$ cat src/rtl/kwl_pkg.sv
// kwl_pkg: shared types and constants for the keyword token lexer
// word layouts for the input and result channels, token kind codes, fixed widths
// depends on nothing

package kwl_pkg;

    // fixed field widths
    localparam int unsigned CH_W    = 8;
    localparam int unsigned KIND_W  = 4;
    localparam int unsigned START_W = 16;
    localparam int unsigned LEN_W   = 16;

    localparam logic [LEN_W-1:0] LEN_MAX = '1;

    // result queue depth
    localparam int unsigned Q_DEPTH = 4;
    localparam int unsigned Q_PTR_W = $clog2(Q_DEPTH);
    localparam int unsigned Q_CNT_W = $clog2(Q_DEPTH + 1);

    // token kinds
    localparam logic [KIND_W-1:0] KIND_LET     = 4'd0;
    localparam logic [KIND_W-1:0] KIND_PRINT   = 4'd1;
    localparam logic [KIND_W-1:0] KIND_WORD    = 4'd2;
    localparam logic [KIND_W-1:0] KIND_NUMBER  = 4'd3;
    localparam logic [KIND_W-1:0] KIND_PLUS    = 4'd4;
    localparam logic [KIND_W-1:0] KIND_MINUS   = 4'd5;
    localparam logic [KIND_W-1:0] KIND_STAR    = 4'd6;
    localparam logic [KIND_W-1:0] KIND_SLASH   = 4'd7;
    localparam logic [KIND_W-1:0] KIND_EQUAL   = 4'd8;
    localparam logic [KIND_W-1:0] KIND_SEMI    = 4'd9;
    localparam logic [KIND_W-1:0] KIND_LPAREN  = 4'd10;
    localparam logic [KIND_W-1:0] KIND_RPAREN  = 4'd11;
    localparam logic [KIND_W-1:0] KIND_END     = 4'd12;
    localparam logic [KIND_W-1:0] KIND_UNKNOWN = 4'd13;

    // punctuation bytes
    localparam logic [CH_W-1:0] CH_PLUS   = 8'h2B;
    localparam logic [CH_W-1:0] CH_MINUS  = 8'h2D;
    localparam logic [CH_W-1:0] CH_STAR   = 8'h2A;
    localparam logic [CH_W-1:0] CH_SLASH  = 8'h2F;
    localparam logic [CH_W-1:0] CH_EQUAL  = 8'h3D;
    localparam logic [CH_W-1:0] CH_SEMI   = 8'h3B;
    localparam logic [CH_W-1:0] CH_LPAREN = 8'h28;
    localparam logic [CH_W-1:0] CH_RPAREN = 8'h29;

    typedef struct packed {
        logic [CH_W-1:0] ch;
        logic            end_of_source;
    } t_in_word;

    typedef struct packed {
        logic [KIND_W-1:0]  kind;
        logic [START_W-1:0] start_res;
        logic [LEN_W-1:0]   length;
        logic [CH_W-1:0]    bad_char;
        logic               last;
    } t_out_word;

endpackage

$ cat src/rtl/keyword_token_lexer.sv
// keyword_token_lexer: streaming lexer top level, byte classification and run tracking
// holds the run state and feeds result words into kwl_out_queue
// depends on kwl_pkg and kwl_out_queue
//
// The lexer takes one source byte, or an end-of-source word, per clock while
// not stalled and turns it into zero, one or two token words (a closed letter
// or digit run, then the byte's own token or the end token). Classification,
// keyword matching and run counting happen in the cycle the byte is taken; the
// resulting words are registered in a four-entry result queue that drains one
// word per cycle unless the result side stalls. An input word can be taken
// every cycle while the queue holds at most two words. Sustained input rate is
// one byte per cycle while tokens per byte average at most one (the single
// result port sets that limit) and the result side does not stall. Token
// positions count modulo 2^POS_BITS and are shown in their low 16 bits; an
// end-of-source word returns position and run state to their reset values.

module keyword_token_lexer #(
    parameter int unsigned POS_BITS = 16
) (
    input  logic               i_clk,
    input  logic               i_rst_n,
    input  logic               i_in_valid,
    output logic               o_in_stall,
    input  kwl_pkg::t_in_word  i_in_word,
    output logic               o_out_valid,
    input  logic               i_out_stall,
    output kwl_pkg::t_out_word o_out_word
);
    import kwl_pkg::*;

    localparam logic [1:0] MODE_IDLE = 2'd0;
    localparam logic [1:0] MODE_WORD = 2'd1;
    localparam logic [1:0] MODE_NUM  = 2'd2;

    logic [1:0]          r_mode, n_mode;
    logic [START_W-1:0]  r_tok_start, n_tok_start;
    logic [LEN_W-1:0]    r_tok_len, n_tok_len;
    logic                r_let_match, n_let_match;
    logic                r_print_match, n_print_match;
    logic [POS_BITS-1:0] r_position, n_position;

    logic                accept;
    logic                room2;
    logic [CH_W-1:0]     ch;
    logic                is_alpha, is_digit, is_space;
    logic                in_word, in_num;
    logic                close_v, own_v;
    logic [KIND_W-1:0]   close_kind, own_kind;
    logic [LEN_W-1:0]    len_inc;
    logic                let_next, print_next;
    t_out_word           close_word, own_word, word_a, word_b;
    logic [1:0]          push_cnt;
    logic [START_W-1:0]  pos_res;

    assign accept     = i_in_valid && !o_in_stall;
    assign o_in_stall = !room2;
    assign ch         = i_in_word.ch;
    assign pos_res    = START_W'(r_position);

    // byte classes
    always_comb begin
        is_alpha = (ch inside {[8'h41:8'h5A], [8'h61:8'h7A]});
        is_digit = (ch inside {[8'h30:8'h39]});
        is_space = (ch inside {8'h20, [8'h09:8'h0D]});
    end

    assign in_word = (r_mode == MODE_WORD);
    assign in_num  = (r_mode == MODE_NUM);
    assign len_inc = (r_tok_len != LEN_MAX) ? r_tok_len + 1'b1 : r_tok_len;

    // keyword letter match at the current run offset
    always_comb begin
        case (r_tok_len)
            16'd1:   let_next = (ch == "e");
            16'd2:   let_next = (ch == "t");
            default: let_next = 1'b0;
        endcase
        case (r_tok_len)
            16'd1:   print_next = (ch == "r");
            16'd2:   print_next = (ch == "i");
            16'd3:   print_next = (ch == "n");
            16'd4:   print_next = (ch == "t");
            default: print_next = 1'b0;
        endcase
    end

    // kind of the pending run if it closes now
    always_comb begin
        if (in_word && r_let_match && r_tok_len == 16'd3) begin
            close_kind = KIND_LET;
        end else if (in_word && r_print_match && r_tok_len == 16'd5) begin
            close_kind = KIND_PRINT;
        end else if (in_word) begin
            close_kind = KIND_WORD;
        end else begin
            close_kind = KIND_NUMBER;
        end
    end

    // kind of a single byte token
    always_comb begin
        case (ch)
            CH_PLUS:   own_kind = KIND_PLUS;
            CH_MINUS:  own_kind = KIND_MINUS;
            CH_STAR:   own_kind = KIND_STAR;
            CH_SLASH:  own_kind = KIND_SLASH;
            CH_EQUAL:  own_kind = KIND_EQUAL;
            CH_SEMI:   own_kind = KIND_SEMI;
            CH_LPAREN: own_kind = KIND_LPAREN;
            CH_RPAREN: own_kind = KIND_RPAREN;
            default:   own_kind = KIND_UNKNOWN;
        endcase
    end

    // run tracking and result selection
    always_comb begin
        n_mode        = r_mode;
        n_tok_start   = r_tok_start;
        n_tok_len     = r_tok_len;
        n_let_match   = r_let_match;
        n_print_match = r_print_match;
        n_position    = r_position + 1'b1;
        close_v       = 1'b0;
        own_v         = 1'b0;
        own_word      = '0;

        if (i_in_word.end_of_source) begin
            close_v            = in_word || in_num;
            own_v              = 1'b1;
            own_word.kind      = KIND_END;
            own_word.start_res = pos_res;
            n_mode             = MODE_IDLE;
            n_tok_start        = '0;
            n_tok_len          = '0;
            n_let_match        = 1'b0;
            n_print_match      = 1'b0;
            n_position         = '0;
        end else if (is_alpha) begin
            if (in_word) begin
                n_let_match   = r_let_match && let_next;
                n_print_match = r_print_match && print_next;
                n_tok_len     = len_inc;
            end else begin
                close_v       = in_num;
                n_mode        = MODE_WORD;
                n_tok_start   = pos_res;
                n_tok_len     = 16'd1;
                n_let_match   = (ch == "l");
                n_print_match = (ch == "p");
            end
        end else if (is_digit) begin
            if (in_num) begin
                n_tok_len = len_inc;
            end else begin
                close_v       = in_word;
                n_mode        = MODE_NUM;
                n_tok_start   = pos_res;
                n_tok_len     = 16'd1;
                n_let_match   = 1'b0;
                n_print_match = 1'b0;
            end
        end else begin
            close_v = in_word || in_num;
            n_mode  = MODE_IDLE;
            if (!is_space) begin
                own_v              = 1'b1;
                own_word.kind      = own_kind;
                own_word.start_res = pos_res;
                own_word.length    = 16'd1;
                own_word.bad_char  = (own_kind == KIND_UNKNOWN) ? ch : '0;
            end
        end
        own_word.last = 1'b1;
    end

    // closed run word
    always_comb begin
        close_word           = '0;
        close_word.kind      = close_kind;
        close_word.start_res = r_tok_start;
        close_word.length    = r_tok_len;
        close_word.last      = !own_v;
    end

    // queue push: the closed run goes first
    always_comb begin
        word_a   = close_v ? close_word : own_word;
        word_b   = own_word;
        push_cnt = accept ? (2'(close_v) + 2'(own_v)) : 2'd0;
    end

    always_ff @(posedge i_clk) begin
        if (!i_rst_n) begin
            r_mode        <= MODE_IDLE;
            r_tok_start   <= '0;
            r_tok_len     <= '0;
            r_let_match   <= 1'b0;
            r_print_match <= 1'b0;
            r_position    <= '0;
        end else if (accept) begin
            r_mode        <= n_mode;
            r_tok_start   <= n_tok_start;
            r_tok_len     <= n_tok_len;
            r_let_match   <= n_let_match;
            r_print_match <= n_print_match;
            r_position    <= n_position;
        end
    end

    kwl_out_queue u_out_queue (
        .i_clk       (i_clk),
        .i_rst_n     (i_rst_n),
        .i_push_cnt  (push_cnt),
        .i_word_a    (word_a),
        .i_word_b    (word_b),
        .o_room2     (room2),
        .o_out_valid (o_out_valid),
        .i_out_stall (i_out_stall),
        .o_out_word  (o_out_word)
    );

endmodule

$ cat src/rtl/kwl_out_queue.sv
// kwl_out_queue: four-entry queue, takes up to two words a cycle, gives one
// unless stalled; decouples the lexer step from the result channel stall
// depends on kwl_pkg

module kwl_out_queue (
    input  logic              i_clk,
    input  logic              i_rst_n,
    input  logic [1:0]        i_push_cnt,
    input  kwl_pkg::t_out_word i_word_a,
    input  kwl_pkg::t_out_word i_word_b,
    output logic              o_room2,
    output logic              o_out_valid,
    input  logic              i_out_stall,
    output kwl_pkg::t_out_word o_out_word
);
    import kwl_pkg::*;

    t_out_word            r_mem [Q_DEPTH];
    logic [Q_PTR_W-1:0]   r_wr_ptr, n_wr_ptr;
    logic [Q_PTR_W-1:0]   r_rd_ptr, n_rd_ptr;
    logic [Q_CNT_W-1:0]   r_count, n_count;
    logic [Q_PTR_W-1:0]   wr_ptr_b;
    logic                 pop;

    assign wr_ptr_b = r_wr_ptr + 1'b1;
    assign pop      = o_out_valid && !i_out_stall;

    // pointer and fill count
    always_comb begin
        n_wr_ptr = r_wr_ptr + Q_PTR_W'(i_push_cnt);
        n_rd_ptr = r_rd_ptr + Q_PTR_W'(pop);
        n_count  = r_count + Q_CNT_W'(i_push_cnt) - Q_CNT_W'(pop);
    end

    always_ff @(posedge i_clk) begin
        if (!i_rst_n) begin
            r_wr_ptr <= '0;
            r_rd_ptr <= '0;
            r_count  <= '0;
        end else begin
            r_wr_ptr <= n_wr_ptr;
            r_rd_ptr <= n_rd_ptr;
            r_count  <= n_count;
        end
    end

    // word storage
    always_ff @(posedge i_clk) begin
        if (i_push_cnt != 2'd0) begin
            r_mem[r_wr_ptr] <= i_word_a;
        end
        if (i_push_cnt == 2'd2) begin
            r_mem[wr_ptr_b] <= i_word_b;
        end
    end

    assign o_room2     = (r_count <= Q_CNT_W'(Q_DEPTH - 2));
    assign o_out_valid = (r_count != '0);
    assign o_out_word  = r_mem[r_rd_ptr];

endmodule

$ cat config.mk
export PLATFORM = sky130hd
export DESIGN_NAME = keyword_token_lexer
export DESIGN_NICKNAME = d
export VERILOG_FILES = /design/src/rtl/kwl_pkg.sv /design/src/rtl/keyword_token_lexer.sv /design/src/rtl/kwl_out_queue.sv
export SDC_FILE = /design/constraint.sdc
export NUM_CORES = 1
export LEC_CHECK = 0
export ABC_AREA = 1
export BUFFER_PORTS_ARGS = -buffer_cell sky130_fd_sc_hd__buf_2
export CELL_PAD_IN_SITES_DETAIL_PLACEMENT = 1
export CELL_PAD_IN_SITES_GLOBAL_PLACEMENT = 1
export CORE_ASPECT_RATIO = 2
export CORE_MARGIN = 5
export CORE_UTILIZATION = 50
export CTS_CLUSTER_SIZE = 40
export DETAILED_ROUTE_END_ITERATION = 10
export PLACE_DENSITY = 0.91
export SLEW_MARGIN = 10
export SYNTH_ARGS = -nofsm -noshare
export SYNTH_HDL_FRONTEND = slang
export SYNTH_SLANG_ARGS = --single-unit
$ cat constraint.sdc
create_clock -name i_clk -period 8.3 [get_ports i_clk]
set_clock_uncertainty 0.15 [all_clocks]
set_input_delay 0.83 -clock i_clk [delete_from_list [all_inputs] [get_ports i_clk]]
set_output_delay 0.83 -clock i_clk [all_outputs]
set_load 0.05 [all_outputs]
# Yosys cells after proc, flatten, opt, wreduce, memory -nomap -nowiden

Memories as Yosys holds them, arrays and structs flattened. A register that Yosys moved wholly into a read port is not among the register bits.
Index checks and enable logic that the tools add are counted.

Add/sub/neg operators: 8
Magnitude comparators: 9
Equal/unequal tests: 29
Muxes and demuxes: 53
Reductions and logical operators: 25

Operators by type and width:

| cell                  | count |
|---|---|
| $mux 16               | 12 |
| $mux 44               | 3 |
| $eq 8x6->1 const B    | 9 |
| $eq 8x7->1 const B    | 7 |
| $mux 45               | 1 |
| $add 16x1->16 const B | 2 |
| $eq 16x2->1 const B   | 2 |
| $eq 16x3->1 const B   | 2 |
| $pmux 4 s8            | 1 |
| $mux 24               | 1 |
| $mux 1                | 22 |
| $mux 20               | 1 |
| $mux 2                | 9 |
| $eq 16x1->1 const B   | 1 |
| $ge 8x7->1 const B    | 2 |
| $le 8x7->1 const B    | 2 |
| $ne 16x16->1 const B  | 1 |
| $logic_and 1x1->1     | 12 |
| $ge 8x4->1 const B    | 1 |
| $ge 8x6->1 const B    | 1 |
| $le 8x4->1 const B    | 1 |
| $le 8x6->1 const B    | 1 |
| $mux 8                | 1 |
| $ne 3x3->1 const B    | 2 |
| other kinds (20)      | 27 |

Flip-flop bits (word level): 59
Memory bits (writable): 180
Input bits: 13
Word-level logic and storage cells: 134
Memories kept: 1

Memory list:

| name              | words | width | read ports | clocked after Yosys merged registers in | write ports | RTL line            | text |
|---|---|---|---|---|---|---|---|
| u_out_queue.r_mem | 4     | 45    | 1          | 1                                       | 2           | kwl_out_queue.sv:18 | `t_out_word r_mem [Q_DEPTH];` |

# Logic depth before layout (Yosys ltp)

Depth in word-level cells: 12
Depth in mapped cells: 26
Depth with buffers taken out: 23

# Modules after synthesis

A second synthesis with hierarchy kept.

Cells, all modules: 1566
Area, all modules: 12791.0 sq um

By module, submodules not included:

| module              | times used | cells an instance | area an instance (sq um) |
|---|---|---|---|
| kwl_out_queue       | 1          | 941               | 8966.1 |
| keyword_token_lexer | 1          | 625               | 3824.9 |

# Worst setup path after synthesis

Ideal clock, no wire load.

Path type: input-to-reg
Start point: in i_in_word[4] in the netlist's numbering
End point: mem u_out_queue.r_mem[2][15] in the netlist's numbering
Library setup time: 0.113 ns
Data arrival time: 4.278 ns
Data required time: 8.037 ns
Slack: 3.759 ns
Cell stages on the path: 24
Buffers on the path: 4
Cells stage by stage: buf_2 > inv_1 > a21oi_2 > o211ai_2 > nand3_4 > nand3_2 > o21ai_2 > inv_2 > nand2_2 > nand2_2 > buf_6 > buf_8 > inv_1 > ha_1 > inv_1 > nor2_1 > nor2_1 > nor3_2 > inv_1 > nand2_1 > inv_1 > buf_2 > nand2_1 > nand2_1

RTL lines:

| item        | RTL line                  | text |
|---|---|---|
| from (decl) | keyword_token_lexer.sv:24 | `input kwl_pkg::t_in_word i_in_word,` |
| to (decl)   | kwl_out_queue.sv:18       |  |

==> flow_summary.yaml <==
status:
  status: "finished, final reports clean"
critical_path:
  path_class: "in2reg"
  timing.critical_path.required_ns: 8.53
  critical_path_arrival_ns: 5.31
  worstPathCellList: "buf_2, nor2_1, inv_1, nor2_1, inv_1, nor2_1, o21ai_2, inv_2, nand2_2, nand2_2, inv_1, ha_1, inv_1, nor2_1, nor2_1, nor3_4, buf_4, inv_1, nand2_1, buf_4, o21ai_4, nor2_1"
  crit_path_max_fanout: 35
  critical_path.top_delay_family: "simple AND/OR/NAND/NOR gates"
  crit_path_top_cell_by_count: "nor2_1"
  setup.reg_to_reg.worst_slack_ns: 3.43
  critical_path.max_stage_delay_ns: 0.67
  count_of_buffering_cells_on_the_critical_path_with_inverters_included: 9
  critPathLaunchType: "input pin"
  critPathCaptureType: "flip-flop"
  crit_slowest_cell: "nand2_1"
detailed_routing:
  vias_after_detailed_routing: 11819
  route.detailed.wl_per_inst_um: 21.8
  drcViolationCount: 0
  post_drt_via_cell_ratio: 5.95
  firstDrtPassIters: 5
  drt_iter0_drc: 928
  final_antenna_net_count: 0
  drt_wl_total_mm: 43.2
floorplan:
  floorplan.initialDensity_pct: 50.7
  core_area_mm2: 0.0245
  std_cell_rows: 81
  pin_count: 60
  design.die.area_mm2: 0.0283
  die_width_um: 122
  die_height_um: 233
final_layout:
  area_used_by_multi_input_combinational_logic_mm2: 0.00567
  finalNetCount: 1664
  final_cell_mix: "nand2_1, nor2_1, nand3_1"
  drive_above_1_share_pct: 10.9
  register_area_mm2: 0.00595
  n_antenna_cell: 0
  mostFrequentLayoutCell: "nand2_1"
  layout.filler_cells: 3151
  area_growth_from_synthesis_to_final_layout_pct: 9.46
global_route:
  antenna_found_initial: 0
  grt_first_pass_wirelength_mm: 68.5
  global_route.overflow_total: 0
  grt_use_total_pct: 30.8
  first_global_vias: 13033
  grt_util_met2_pct: 57.7
  groute.layer.met3.usage_pct: 3.28
  grt_start_max_net_pins: 92
  grt_busiest_layer: "met2"
  groute.layer.met1.usage_pct: 31.9
yosys:
  ys.flop_type: "dfxtp_1"
  ys_async_sr_fraction_pct: 0
  yosysWarnings: 0
  number_of_flops_mapped_to_enable_cells_by_yosys: 116
  mappedNetlistNets: 1643
  synth_seq_cells: 239
  synth_area_per_cell_um2: 7.70
  synth-seq-area-share_pct: 47.8
  post_synth_inst_count: 1615
  synth.distinct_cells: 45
  synthesis.area_mm2: 0.0124
place:
  place.detailed.hpwl_mm: 28.0
  place_congestion: 0.934
  place_worst_setup_slack_ns: 2.79
  io_buffer_count: 59
hold_path:
  worstHoldPathType: "reg2reg"
clock_tree:
  cts_root_buf: "clkbuf_16"
  clk_path_buf_depth: 3
  numCtsBuffers: 23
  insertion_delay_ns: 0.54
  tritoncts_num_sinks: 239
  cts_tree: "built"
  cts_htree_levels: 1
  clkTransAtPathRegs_ns: 0.07
  cts.repair_timing.setup_buffer_count: 0
  post_cts_hold_buffer_count: 0
  post_cts_resized: 0
job:
  maxCapViolations: 0
timing:
  worst_pin_slew_ns: 1.14
  period_needed_ns: 5.07
  setup-violations-final: 0
  fin_ws_ns: 3.23
  slew_headroom_pct: 23.4
  drv_slew: 0
  maxClockFrequency_mhz: 197
  unrepaired_setup_endpoints_after_global_routing: "false"
  timing.setup.tns_ns: 0
  fin_worst_hold_slack_ns: 0.302
  fin_crit_sh_pct: 61.1
  final_hold_viol_count: 0
power_and_ir_drop:
  p_leak_nw: 5.76
  peakVddDrop_mv: 0.200
  p_per_area_mw_per_mm2: 302
worst register-to-register path, stage by stage, from the launching register on:
cell	delay [ns]
dfxtp_1	0.35
inv_1	0.07
ha_1	0.30
nand2_1	0.61
nand2_2	0.31
inv_1	0.08
ha_1	0.32
inv_1	0.07
nor2_1	0.17
nor2_1	0.17
nor3_4	0.13
buf_4	0.44
inv_1	0.12
nand2_1	0.67
buf_4	0.41
o21ai_4	0.19
nor2_1	0.17
cell type report:
type	count	area share (%)
well taps	332	3.05
inverters	122	3.36
flip-flops and latches	239	43.7
repair buffers	72	2.89
multi-input cells	1178	41.7
clock buffers	28	4.51
clock inverters	14	0.827
power by group:
part / total [W] / switching (W) / internal, W / leakage, nW
combinational: 0.00164 / 0.00131 / 0.000324 / 3.42
clock: 0.00105 / 0.000488 / 0.000564 / 0.354
sequential: 0.00142 / 0.0000472 / 0.00137 / 1.99
sequential cells by signal, summed over array words and instances (netlist names):
name	flops
u_out_queue.r_mem	180
r_let_match	1
u_out_queue.r_wr_ptr	2
u_out_queue.r_rd_ptr	2
r_tok_start	16
r_mode	2
pos_res	16
u_out_queue.r_count	3
r_print_match	1
r_tok_len	16
final timing paths:
kind                                   end                startpoint  cells past startpoint
setup / recovery   u_out_queue.r_mem[2][2]              i_in_word[7]                     22
hold / removal    u_out_queue.r_mem[1][21]  u_out_queue.r_mem[1][21]                      2
setup reg to reg   u_out_queue.r_mem[2][2]                 r_mode[0]                     16
hold reg to reg   u_out_queue.r_mem[1][21]  u_out_queue.r_mem[1][21]                      2
through the flow:
step	std cells	area [µm²]	util (%)	power (W)
finish	1985	13600	55.5	0.00411
global route	1985	13600	55.5	0.00427
CTS	1985	13600	55.5	0.00411
detailed placement	1943	12900	52.5	0.00307
global placement	1943	12900	52.5	0.00303
floorplan	1615	12400	-	0.00261
metal layers:
layer  up-vias  share of wire [%]
met5         -                  0
met4         0                6.1
met3       172                4.4
met2       415                 54
met1      5881                 35
li1       5351                  -
logic make-up after synthesis:
family | after synthesis | synth area share [%]
flops | 239 | 47.8
xor+xnor | 17 | 1.20
compound gates | 210 | 9.55
simple gates | 936 | 33.2
buf+inv | 198 | 6.68
fa+ha+maj | 15 | 1.57
synthesized netlist by cell type (2+ instances only):
cell	instances	area (µm²)
a21oi_1	39	195
a31oi_1	4	25.0
and3_1	3	18.8
buf_1	2	7.51
buf_2	15	75.1
buf_4	5	37.5
buf_6	3	33.8
clkbuf_1	49	184
clkinv_1	4	15.0
dfxtp_1	123	2460
edfxtp_1	116	3480
ha_1	14	175
inv_1	108	405
inv_2	10	37.5
nand2_1	494	1850
nand2_2	8	50.1
nand2_4	19	214
nand3_1	129	646
nand3_2	12	120
nand4_1	29	181
nor2_1	209	785
nor2_2	2	12.5
nor2_4	4	45.0
nor3_1	15	75.1
nor3_2	6	60.1
nor4_1	2	12.5
o211ai_1	3	22.5
o21ai_0	108	541
o21ai_4	4	65.1
o22ai_1	46	288
xnor2_1	2	17.5
xor2_1	15	131
Power figures use the tool's default switching activity.
